**src/sv/tbc_pkg.sv**
```systemverilog
`timescale 1ns / 1ps
// ----------------------------------------------------------------------------
// Centroid block package
// Shared widths, register codes, reset values and the back-end state type.
// ----------------------------------------------------------------------------
package tbc_pkg;

	localparam int PIX_W      = 8;
	localparam int COORD_W    = 12;
	localparam int CFG_DIM_W  = 12;
	localparam int THR_W      = 8;
	localparam int CFG_IDX_W  = 2;
	localparam int CFG_DATA_W = 12;

	localparam logic [CFG_DIM_W-1:0] WIDTH_RST     = 12'd640;
	localparam logic [CFG_DIM_W-1:0] HEIGHT_RST    = 12'd480;
	localparam logic [THR_W-1:0]     THRESHOLD_RST = 8'd200;

	typedef enum logic [CFG_IDX_W-1:0] {
		REG_FRAME_WIDTH      = 2'd0,
		REG_FRAME_HEIGHT     = 2'd1,
		REG_BRIGHT_THRESHOLD = 2'd2
	} cfg_reg_t;

	typedef enum logic [2:0] {
		BK_IDLE,
		BK_MUL,
		BK_DIFF,
		BK_ABS,
		BK_DIV,
		BK_DONE
	} back_state_t;

endpackage

```
**src/sv/tbc_queue.sv**
```systemverilog
`timescale 1ns / 1ps
// ----------------------------------------------------------------------------
// Frame record queue
// Small register queue that decouples the pixel front end from the divider.
// ----------------------------------------------------------------------------
module tbc_queue #(
	parameter int WIDTH = 8,
	parameter int DEPTH = 2
) (
	input  logic             clk,
	input  logic             arst_n,
	input  logic             push,
	input  logic [WIDTH-1:0] push_data,
	input  logic             pop,
	output logic [WIDTH-1:0] pop_data,
	output logic             full,
	output logic             not_empty
);

	localparam int PTR_W = (DEPTH > 1) ? $clog2(DEPTH) : 1;
	localparam int CNT_W = $clog2(DEPTH + 1);

	logic [WIDTH-1:0] mem_q [DEPTH];
	logic [PTR_W-1:0] wr_ptr_q;
	logic [PTR_W-1:0] rd_ptr_q;
	logic [CNT_W-1:0] count_q;

	assign full      = (count_q == CNT_W'(DEPTH));
	assign not_empty = (count_q != '0);
	assign pop_data  = mem_q[rd_ptr_q];

	always_ff @(posedge clk) begin
		if (push) begin
			mem_q[wr_ptr_q] <= push_data;
		end
	end

	always_ff @(posedge clk or negedge arst_n) begin
		if (!arst_n) begin
			wr_ptr_q <= '0;
			rd_ptr_q <= '0;
			count_q  <= '0;
		end else begin
			if (push) begin
				wr_ptr_q <= (wr_ptr_q == PTR_W'(DEPTH - 1)) ? '0 : wr_ptr_q + PTR_W'(1);
			end
			if (pop) begin
				rd_ptr_q <= (rd_ptr_q == PTR_W'(DEPTH - 1)) ? '0 : rd_ptr_q + PTR_W'(1);
			end
			case ({push, pop})
				2'b10:   count_q <= count_q + CNT_W'(1);
				2'b01:   count_q <= count_q - CNT_W'(1);
				default: count_q <= count_q;
			endcase
		end
	end

endmodule

```
**src/sv/tbc_front.sv**
```systemverilog
`timescale 1ns / 1ps
// ----------------------------------------------------------------------------
// Pixel front end
// Tracks raster position, thresholds pixels and gathers the first moments.
// ----------------------------------------------------------------------------
module tbc_front
	import tbc_pkg::*;
#(
	parameter int MAX_DIM = 2048
) (
	input  logic                    clk,
	input  logic                    arst_n,
	input  logic                    in_valid,
	output logic                    in_ready,
	input  logic [PIX_W-1:0]        pixel_value,
	input  logic [$clog2(MAX_DIM+1)-1:0] frame_w,
	input  logic [$clog2(MAX_DIM+1)-1:0] frame_h,
	input  logic [THR_W-1:0]        threshold,
	input  logic                    q_full,
	output logic                    push,
	output logic [2*($clog2(MAX_DIM*MAX_DIM+1)+$clog2(MAX_DIM))
		+ $clog2(MAX_DIM*MAX_DIM+1) + 2*$clog2(MAX_DIM+1)-1:0] rec_data
);

	localparam int POS_W = $clog2(MAX_DIM);
	localparam int DIM_W = $clog2(MAX_DIM + 1);
	localparam int CNT_W = $clog2(MAX_DIM * MAX_DIM + 1);
	localparam int SUM_W = CNT_W + POS_W;
	localparam int CW    = DIM_W + 1;

	logic [POS_W-1:0] col_q;
	logic [POS_W-1:0] row_q;
	logic [SUM_W-1:0] csum_q;
	logic [SUM_W-1:0] rsum_q;
	logic [CNT_W-1:0] cnt_q;

	logic             accept;
	logic             bright;
	logic [SUM_W-1:0] csum_n;
	logic [SUM_W-1:0] rsum_n;
	logic [CNT_W-1:0] cnt_n;
	logic [CW-1:0]    col_inc;
	logic [CW-1:0]    row_inc;
	logic             row_end;
	logic             frame_end;

	assign in_ready = !q_full;
	assign accept   = in_valid && !q_full;
	assign bright   = (pixel_value > threshold);

	assign csum_n = csum_q + (bright ? SUM_W'(col_q) : '0);
	assign rsum_n = rsum_q + (bright ? SUM_W'(row_q) : '0);
	assign cnt_n  = cnt_q + CNT_W'(bright);

	// A position at or past the last column or row ends the row or frame, so a size
	// change in the middle of a frame still terminates cleanly.
	assign col_inc   = CW'(col_q) + CW'(1);
	assign row_inc   = CW'(row_q) + CW'(1);
	assign row_end   = !(col_inc < CW'(frame_w));
	assign frame_end = row_end && !(row_inc < CW'(frame_h));

	assign push     = accept && frame_end;
	assign rec_data = {csum_n, rsum_n, cnt_n, frame_w, frame_h};

	always_ff @(posedge clk or negedge arst_n) begin
		if (!arst_n) begin
			col_q  <= '0;
			row_q  <= '0;
			csum_q <= '0;
			rsum_q <= '0;
			cnt_q  <= '0;
		end else if (accept) begin
			if (row_end) begin
				col_q <= '0;
				row_q <= frame_end ? '0 : POS_W'(row_inc);
			end else begin
				col_q <= POS_W'(col_inc);
			end
			if (frame_end) begin
				csum_q <= '0;
				rsum_q <= '0;
				cnt_q  <= '0;
			end else begin
				csum_q <= csum_n;
				rsum_q <= rsum_n;
				cnt_q  <= cnt_n;
			end
		end
	end

endmodule

```
**src/sv/tbc_back.sv**
```systemverilog
`timescale 1ns / 1ps
// ----------------------------------------------------------------------------
// Centroid back end
// Turns one frame record into centered coordinates with a shift-subtract divider.
// ----------------------------------------------------------------------------
module tbc_back
	import tbc_pkg::*;
#(
	parameter int MAX_DIM = 2048
) (
	input  logic                clk,
	input  logic                arst_n,
	input  logic                q_valid,
	input  logic [2*($clog2(MAX_DIM*MAX_DIM+1)+$clog2(MAX_DIM))
		+ $clog2(MAX_DIM*MAX_DIM+1) + 2*$clog2(MAX_DIM+1)-1:0] rec_data,
	output logic                pop,
	output logic                out_valid,
	input  logic                out_ready,
	output logic [COORD_W-1:0]  center_x,
	output logic [COORD_W-1:0]  center_y,
	output logic                no_points
);

	localparam int POS_W  = $clog2(MAX_DIM);
	localparam int DIM_W  = $clog2(MAX_DIM + 1);
	localparam int CNT_W  = $clog2(MAX_DIM * MAX_DIM + 1);
	localparam int SUM_W  = CNT_W + POS_W;
	localparam int PW     = CNT_W + DIM_W;
	localparam int NUM_W  = SUM_W + 2;
	localparam int MAG_W  = NUM_W - 1;
	localparam int QB     = POS_W;
	localparam int STEP_W = (QB > 1) ? $clog2(QB) : 1;
	localparam int RES_W  = (QB + 1 > COORD_W) ? QB + 1 : COORD_W;

	back_state_t state_q;
	back_state_t state_d;

	logic [SUM_W-1:0]  csum_q;
	logic [SUM_W-1:0]  rsum_q;
	logic [CNT_W-1:0]  cnt_q;
	logic [DIM_W-1:0]  w_q;
	logic [DIM_W-1:0]  h_q;
	logic [PW-1:0]     pw_q;
	logic [PW-1:0]     ph_q;
	logic              zero_q;
	logic [NUM_W-1:0]  nx_q;
	logic [NUM_W-1:0]  ny_q;
	logic              neg_x_q;
	logic              neg_y_q;
	logic [MAG_W-1:0]  remx_q;
	logic [MAG_W-1:0]  remy_q;
	logic [MAG_W-1:0]  dsh_q;
	logic [QB-1:0]     qx_q;
	logic [QB-1:0]     qy_q;
	logic [STEP_W-1:0] step_q;

	logic              out_valid_q;
	logic [COORD_W-1:0] cx_q;
	logic [COORD_W-1:0] cy_q;
	logic              np_q;

	logic              load_out;
	logic              ge_x;
	logic              ge_y;
	logic [RES_W-1:0]  sx;
	logic [RES_W-1:0]  sy;

	assign ge_x = (remx_q >= dsh_q);
	assign ge_y = (remy_q >= dsh_q);
	assign sx   = neg_x_q ? -RES_W'(qx_q) : RES_W'(qx_q);
	assign sy   = neg_y_q ? -RES_W'(qy_q) : RES_W'(qy_q);

	always_comb begin
		state_d  = state_q;
		pop      = 1'b0;
		load_out = 1'b0;
		case (state_q)
			BK_IDLE: begin
				if (q_valid) begin
					pop     = 1'b1;
					state_d = BK_MUL;
				end
			end
			BK_MUL:  state_d = BK_DIFF;
			BK_DIFF: state_d = BK_ABS;
			BK_ABS:  state_d = BK_DIV;
			BK_DIV: begin
				if (step_q == '0) begin
					state_d = BK_DONE;
				end
			end
			BK_DONE: begin
				if (!out_valid_q || out_ready) begin
					load_out = 1'b1;
					state_d  = BK_IDLE;
				end
			end
			default: state_d = BK_IDLE;
		endcase
	end

	always_ff @(posedge clk or negedge arst_n) begin
		if (!arst_n) begin
			state_q     <= BK_IDLE;
			out_valid_q <= 1'b0;
		end else begin
			state_q <= state_d;
			if (load_out) begin
				out_valid_q <= 1'b1;
			end else if (out_ready) begin
				out_valid_q <= 1'b0;
			end
		end
	end

	// Numerators are 2*sum - n*size for x and n*size - 2*sum for y in signed form; the
	// quotient by 2n is taken on magnitudes and the sign put back, which truncates toward zero.
	always_ff @(posedge clk) begin
		case (state_q)
			BK_IDLE: begin
				{csum_q, rsum_q, cnt_q, w_q, h_q} <= rec_data;
			end
			BK_MUL: begin
				pw_q   <= PW'(cnt_q) * PW'(w_q);
				ph_q   <= PW'(cnt_q) * PW'(h_q);
				zero_q <= (cnt_q == '0);
			end
			BK_DIFF: begin
				nx_q <= {1'b0, csum_q, 1'b0} - NUM_W'(pw_q);
				ny_q <= NUM_W'(ph_q) - {1'b0, rsum_q, 1'b0};
			end
			BK_ABS: begin
				neg_x_q <= nx_q[NUM_W-1];
				neg_y_q <= ny_q[NUM_W-1];
				remx_q  <= MAG_W'(nx_q[NUM_W-1] ? -nx_q : nx_q);
				remy_q  <= MAG_W'(ny_q[NUM_W-1] ? -ny_q : ny_q);
				dsh_q   <= MAG_W'({cnt_q, 1'b0}) << (QB - 1);
				qx_q    <= '0;
				qy_q    <= '0;
				step_q  <= STEP_W'(QB - 1);
			end
			BK_DIV: begin
				if (ge_x) begin
					remx_q <= remx_q - dsh_q;
				end
				if (ge_y) begin
					remy_q <= remy_q - dsh_q;
				end
				qx_q   <= QB'({qx_q, ge_x});
				qy_q   <= QB'({qy_q, ge_y});
				dsh_q  <= dsh_q >> 1;
				step_q <= step_q - STEP_W'(1);
			end
			default: begin
			end
		endcase
		if (load_out) begin
			cx_q <= zero_q ? '0 : sx[COORD_W-1:0];
			cy_q <= zero_q ? '0 : sy[COORD_W-1:0];
			np_q <= zero_q;
		end
	end

	assign out_valid = out_valid_q;
	assign center_x  = cx_q;
	assign center_y  = cy_q;
	assign no_points = np_q;

endmodule

```
**src/sv/thresholded_blob_centroid.sv**
```systemverilog
`timescale 1ns / 1ps
// ----------------------------------------------------------------------------
// Thresholded blob centroid
// Centroid of above-threshold pixels of each frame, relative to the image center.
// ----------------------------------------------------------------------------
// Throughput: one pixel item per cycle while the two-entry record queue has room.
// Each frame record passes the back-end states MUL, DIFF, ABS, DIV and DONE in turn;
// DIV runs the one-bit-per-cycle shift-subtract divider, and DONE waits while the
// output register still holds an unaccepted item. The back end pops a new record
// only from IDLE, after it has loaded the result of the last one into the output.
// Reset: position, sums and count clear; registers return to 640 x 480, 200.
module thresholded_blob_centroid
	import tbc_pkg::*;
#(
	parameter int MAX_DIM     = 2048,
	parameter int QUEUE_DEPTH = 2
) (
	input  logic                        clk,
	input  logic                        arst_n,
	input  logic                        in_valid,
	output logic                        in_ready,
	input  logic [PIX_W-1:0]            pixel_value,
	output logic                        out_valid,
	input  logic                        out_ready,
	output logic signed [COORD_W-1:0]   center_x,
	output logic signed [COORD_W-1:0]   center_y,
	output logic                        no_points,
	input  logic                        cfg_valid,
	output logic                        cfg_ready,
	input  logic [CFG_IDX_W-1:0]        cfg_index,
	input  logic [CFG_DATA_W-1:0]       cfg_data
);

	localparam int POS_W = $clog2(MAX_DIM);
	localparam int DIM_W = $clog2(MAX_DIM + 1);
	localparam int CNT_W = $clog2(MAX_DIM * MAX_DIM + 1);
	localparam int SUM_W = CNT_W + POS_W;
	localparam int REC_W = 2 * SUM_W + CNT_W + 2 * DIM_W;
	localparam logic [31:0] MAX_DIM_U = 32'(MAX_DIM);

	logic [CFG_DIM_W-1:0] width_q;
	logic [CFG_DIM_W-1:0] height_q;
	logic [THR_W-1:0]     thr_q;
	logic [DIM_W-1:0]     w_eff;
	logic [DIM_W-1:0]     h_eff;

	logic             q_full;
	logic             q_valid;
	logic             push;
	logic             pop;
	logic [REC_W-1:0] rec_in;
	logic [REC_W-1:0] rec_out;
	logic [COORD_W-1:0] cx;
	logic [COORD_W-1:0] cy;

	assign cfg_ready = 1'b1;

	always_ff @(posedge clk or negedge arst_n) begin
		if (!arst_n) begin
			width_q  <= WIDTH_RST;
			height_q <= HEIGHT_RST;
			thr_q    <= THRESHOLD_RST;
		end else if (cfg_valid) begin
			case (cfg_reg_t'(cfg_index))
				REG_FRAME_WIDTH:      width_q  <= cfg_data;
				REG_FRAME_HEIGHT:     height_q <= cfg_data;
				REG_BRIGHT_THRESHOLD: thr_q    <= cfg_data[THR_W-1:0];
				default: begin
				end
			endcase
		end
	end

	// A zero size counts as one; anything past MAX_DIM counts as MAX_DIM.
	assign w_eff = (width_q == '0) ? DIM_W'(1) :
		(32'(width_q) > MAX_DIM_U) ? DIM_W'(MAX_DIM) : DIM_W'(width_q);
	assign h_eff = (height_q == '0) ? DIM_W'(1) :
		(32'(height_q) > MAX_DIM_U) ? DIM_W'(MAX_DIM) : DIM_W'(height_q);

	tbc_front #(
		.MAX_DIM (MAX_DIM)
	) u_front (
		.clk         (clk),
		.arst_n      (arst_n),
		.in_valid    (in_valid),
		.in_ready    (in_ready),
		.pixel_value (pixel_value),
		.frame_w     (w_eff),
		.frame_h     (h_eff),
		.threshold   (thr_q),
		.q_full      (q_full),
		.push        (push),
		.rec_data    (rec_in)
	);

	tbc_queue #(
		.WIDTH (REC_W),
		.DEPTH (QUEUE_DEPTH)
	) u_queue (
		.clk       (clk),
		.arst_n    (arst_n),
		.push      (push),
		.push_data (rec_in),
		.pop       (pop),
		.pop_data  (rec_out),
		.full      (q_full),
		.not_empty (q_valid)
	);

	tbc_back #(
		.MAX_DIM (MAX_DIM)
	) u_back (
		.clk       (clk),
		.arst_n    (arst_n),
		.q_valid   (q_valid),
		.rec_data  (rec_out),
		.pop       (pop),
		.out_valid (out_valid),
		.out_ready (out_ready),
		.center_x  (cx),
		.center_y  (cy),
		.no_points (no_points)
	);

	assign center_x = signed'(cx);
	assign center_y = signed'(cy);

	assert property (@(posedge clk) disable iff (!arst_n) push |-> !q_full)
		else $error("frame record pushed into a full queue");

	assert property (@(posedge clk) disable iff (!arst_n) pop |-> q_valid)
		else $error("frame record popped from an empty queue");

	assert property (@(posedge clk) disable iff (!arst_n) push |=> q_valid)
		else $error("pushed frame record not visible to the back end");

	assert property (@(posedge clk) disable iff (!arst_n) q_full |-> q_valid)
		else $error("queue reports full while empty");

endmodule

```
**config.mk**
```make
export PLATFORM = sky130hd
export DESIGN_NAME = thresholded_blob_centroid
export DESIGN_NICKNAME = d
export VERILOG_FILES = /design/src/sv/tbc_pkg.sv /design/src/sv/tbc_queue.sv /design/src/sv/tbc_front.sv /design/src/sv/tbc_back.sv /design/src/sv/thresholded_blob_centroid.sv
export SDC_FILE = /design/constraint.sdc
export NUM_CORES = 2
export LEC_CHECK = 0
export BUFFER_PORTS_ARGS = -buffer_cell sky130_fd_sc_hd__buf_2
export CAP_MARGIN = 15
export CORE_MARGIN = 5
export CORE_UTILIZATION = 30
export CTS_BUF_LIST = sky130_fd_sc_hd__clkbuf_4 sky130_fd_sc_hd__clkbuf_8 sky130_fd_sc_hd__clkbuf_16
export CTS_CLUSTER_SIZE = 24
export DETAILED_ROUTE_END_ITERATION = 16
export GPL_ROUTABILITY_DRIVEN = 1
export SETUP_SLACK_MARGIN = 0.05
export SYNTH_ARGS = -nofsm -noshare
export SYNTH_HDL_FRONTEND = slang
export SYNTH_SLANG_ARGS = --single-unit
```
**constraint.sdc**
```tcl
create_clock -name clk -period 10.7 [get_ports clk]
set_input_delay 2.14 -clock clk [delete_from_list [all_inputs] [get_ports clk]]
set_output_delay 2.14 -clock clk [all_outputs]
set_load 0.05 [all_outputs]
```
==> flow_results.org <==
** Outcome
- The flow ran to the end, and the final reports show no timing, DRC or antenna violations.

** CTS
- Maximum buffer depth of the clock tree :: 3
- Buffers inserted during clock tree synthesis total 86.
- Master cell of the clock root buffer :: clkbuf_16
- The H-tree generated during clock tree synthesis spans 3 levels.
- Post-cts sizing count :: 0
- After clock tree synthesis, the setup repair step added 0 buffers.
- Clock tree from TritonCTS :: built
- For this design, the sink count on the clock tree is 798.
- Cts-stage hold buffer count :: 0
- Clock-pin slew was measured on the worst setup and hold paths at ~0.070 ns.
- The later pin in the worst-skew pair is clocked with a latency of roughly 0.7 ns.

** GRT
- Across every metal layer, demand over resource in global routing totals approximately 15%.
- Entering global routing, the biggest net connects 87 pins.
- The first global-routing pass estimated roughly 240 mm of wire.
- Number of global-route vias before repair :: between 40k and 50k
- Initial antenna violation count :: 5
- Overflow after GRT :: 0

** Yosys
- Total number of yosys warnings :: 0
- Number of instances in the synthesized netlist :: about 5.7k
- Post-Syn Nets :: around 6.5k
- Cell accounting for the most synthesized area :: edfxtp_1
- The synthesized design contains around 650 enable-type register cells.
- Number of distinct library cells after synthesis :: 84
- After synthesis, flip-flops and latches occupy between 30% and 40% of the total area.
- Prevailing post-synth register cell :: edfxtp_1
- After synthesis the cells add up to 0.0584 sq mm.
- Seq cells post-synth :: ~800
- Each instance of the synthesized netlist takes up on average 10.3 sq um.
- In this run the biggest area consumer among cell types represents between 30% and 40% of the synthesized area.
- By instance count, the leading cell after synthesis is nand2_1.
- Synth top cells by count :: 775 x nand2_1, 700 x inv_1, 645 x edfxtp_1
- Proportion of synthesized flip-flops having asynchronous set or reset :: around a fifth
- Leading post-synthesis cells by cell area :: edfxtp_1 33%, fa_1 15%, ha_1 7.4%

** Final layout
- In the final layout, flip-flops and latches occupy between 0.02 and 0.025 sq mm.
- The area growth from synthesis to layout is 10.3%.
- Multi-input logic area :: 0.0317 sq mm
- Nets :: roughly 6.4k
- Fraction of final layout cells with drive strength greater than 1 :: 8.31%
- Filler Cells Inserted :: approximately 20k

** Setup path
- Counting buffers and inverters, the worst setup path is 19 cells deep.
- Across all register-to-register paths, the minimum setup slack is ~4 ns.
- Worst-case reg-to-reg path depth :: 19
- Cell repeated most along the worst path :: fa_1
- For this run, the slowest stage of the critical path takes ~1.2 ns.
- The worst setup path is of the reg2reg kind.
- Of all nets on the critical path, the largest fanout is 26.
- Buffers & Inverters on Critical Path :: 3
- The cell family contributing the most delay on the critical path is adder cells.
- Data on the critical path is required at its endpoint by about 11 ns.
- The signal on the critical path passes through nand2_1 > fa_1 > fa_1 > fa_1 > inv_1 > fa_1 > inv_1 > fa_1 > inv_1 > ha_1 > a21oi_1 > o211ai_1 > a21oi_1 > a31oi_1 > o31ai_1 > o31ai_1 > a21oi_1 > o21ai_0 > xor2_1.
- Nature of the critical path startpoint :: flop
- STA classifies the critical path endpoint as a flop.
- CP max-delay cell :: edfxtp_1
- Critical Path AT :: between 7 and 8 ns

** Floorplanning
- For this design the top-level I/O count stands at 55.
- The die is between 400 and 500 um wide.
- Die height :: between 400 and 500 um
- Area of the die :: just over 0.2 sq mm
- Effective utilization at floorplan :: roughly 30%
- The floorplan step defined a core boundary enclosing 0.194 sq mm.
- Rows :: approximately 160

** Timing
- Max-Slew Margin vs Limit :: around a fifth
- Peak Freq :: around 150 MHz
- Setup repair after global routing missed its margin :: no
- For the final routed database, the setup TNS stands at 0 ns.
- Final hold violation count :: 0
- Setup violations remaining at the end of the flow were counted as 0.
- Time the worst path needs with I/O delays and setup :: between 6 and 7 ns
- Fin. max-slew vios :: 0
- After layout, the worst path uses 62.5% of the clock period.
- Clock Skews :: between 0.03 and 0.04 ns
- For the pin with the worst max-slew slack, the measured transition is around 1.2 ns.

** Routing
- The first routing iteration left 3176 violations.
- The first detailed-routing pass took 6 iterations.
- The routed design has ~150 mm of wire.
- Final antenna-violating net count :: 0
- Detail-routed net length per standard cell :: 18.7 um
- After detailed routing, the number of vias per cell comes to just under 5.
- DRC violations left :: 0
- Across all layers, the routed design uses 41.0k vias.

** Hold path
- In this run the worst hold path is classified as reg2reg.
- Depth of the worst hold-timing path :: 0

** Placement
- After legalization and detailed placement, the total HPWL measured approximately 110 mm.
- Routability-driven placement finished with a final weighted congestion of 0.897.
- Port buffering added 53 buffers.

** Flow run
- Max_cap viols :: 0
-- cells by family after synthesis --
family                   Yosys count  synth area share, %
flip-flops                       798                 39.7
AND/OR/NAND/NOR                 1703                 13.8
other                              1              0.00642
buffers and inverters            938                 6.05
multiplexers                     156                 2.99
adder cells (fa/ha/maj)          770                 22.0
XOR/XNOR                         353                 5.29
AO/OA/AOI/OAI                    949                 10.2
-- area by class of cell --
| type | instances | share of cell area [%] |
|---|---|---|
| antenna | 2 | 0.00777 |
| timing repair buffer | 113 | 1.13 |
| clock inverter | 55 | 0.894 |
| clock buffer | 107 | 3.67 |
| sequential | 798 | 36.0 |
| tap | 2542 | 4.94 |
| inverter | 700 | 4.08 |
| multi-input combinational | 3932 | 49.2 |
-- sequential cells by signal, summed over array words and instances, names as in the netlist, 23 cells and up --
| name | flops |
|---|---|
| u_back.cnt_q | 23 |
| u_back.csum_q | 34 |
| u_back.dsh_q | 34 |
| u_back.nx_q | 36 |
| u_back.ny_q | 36 |
| u_back.ph_q | 35 |
| u_back.pw_q | 35 |
| u_back.remx_q | 35 |
| u_back.remy_q | 35 |
| u_back.rsum_q | 34 |
| u_front.cnt_q | 23 |
| u_front.csum_q | 34 |
| u_front.rsum_q | 34 |
| u_queue.mem_q | 230 |
-- per-stage QoR --
| step | cells | util (%) | setup WS, ns | instance area [sq um] | hold slack (ns) |
|---|---|---|---|---|---|
| 6_report | 8249 | 33.2 | 4.01 | 64400 | 0.427 |
| 5_1_grt | 8247 | 33.2 | 3.59 | 64400 | 0.438 |
| 4_1_cts | 8246 | 33.2 | 4.07 | 64400 | 0.428 |
| 3_5_place_dp | 8084 | 31.6 | 3.83 | 61400 | 0.413 |
| 3_3_place_gp | 8084 | 31.6 | 3.73 | 61400 | 0.409 |
| 2_1_floorplan | 5668 | - | 0.974 | 58400 | 0.400 |
-- per-layer routing --
layer,up-vias,wire length (um),GRT usage [%]
met4,0,4560,4.49
met2,1164,71800,24.7
li1,19100,-,-
met1,20500,68100,20.1
met3,229,9480,2.84
met5,-,0,0
-- worst reg2reg max path, cell delays in order (launching register included) --
cell	delay, ns
edfxtp_1	1.15
nand2_1	0.21
fa_1	0.49
fa_1	0.52
fa_1	0.57
inv_1	0.06
fa_1	0.48
inv_1	0.05
fa_1	0.47
inv_1	0.04
ha_1	0.34
a21oi_1	0.19
o211ai_1	0.12
a21oi_1	0.25
a31oi_1	0.19
o31ai_1	0.52
o31ai_1	0.19
a21oi_1	0.29
o21ai_0	0.16
xor2_1	0.15
-- cell usage in the layout, fill, tap and decap left out, drive strengths merged, types with 16 or more instances in the layout --
cell    Yosys  routed
dfrtp     144     144
fa        426     426
xor2      122     122
nor4       27      27
nand2     775     775
inv       700     706
o21ai     297     297
a31oi      34      34
a211oi     33      33
a21o       87      87
nor3       59      59
or3        28      28
o31ai      72      72
clkbuf    218     107
nand4      39      39
nand3      98      98
nor2      253     253
o21bai     21      21
clkinv      0      36
and2      203     203
nor2b      44      44
mux2      147     147
o41ai      16      16
xnor2     231     231
edfxtp    645     645
nand2b     50      50
and3       60      60
o21a       44      44
ha        344     344
buf        20     113
a21oi     227     227
-- path summary, 6_finish.rpt --
kind,start,end
setup / recovery,u_back.cnt_q[5],u_back.ph_q[33]
hold / removal,u_back.ph_q[0],u_back.ny_q[0]
setup reg to reg,u_back.cnt_q[5],u_back.ph_q[33]
hold reg to reg,u_back.ph_q[0],u_back.ny_q[0]
min in group asynchronous,arst_n,u_front.row_q[8]
max in group asynchronous,arst_n,width_q[4]
Power is not shown: default switching activity piles up to over one toggle a cycle in this logic, so the estimate is an artifact.
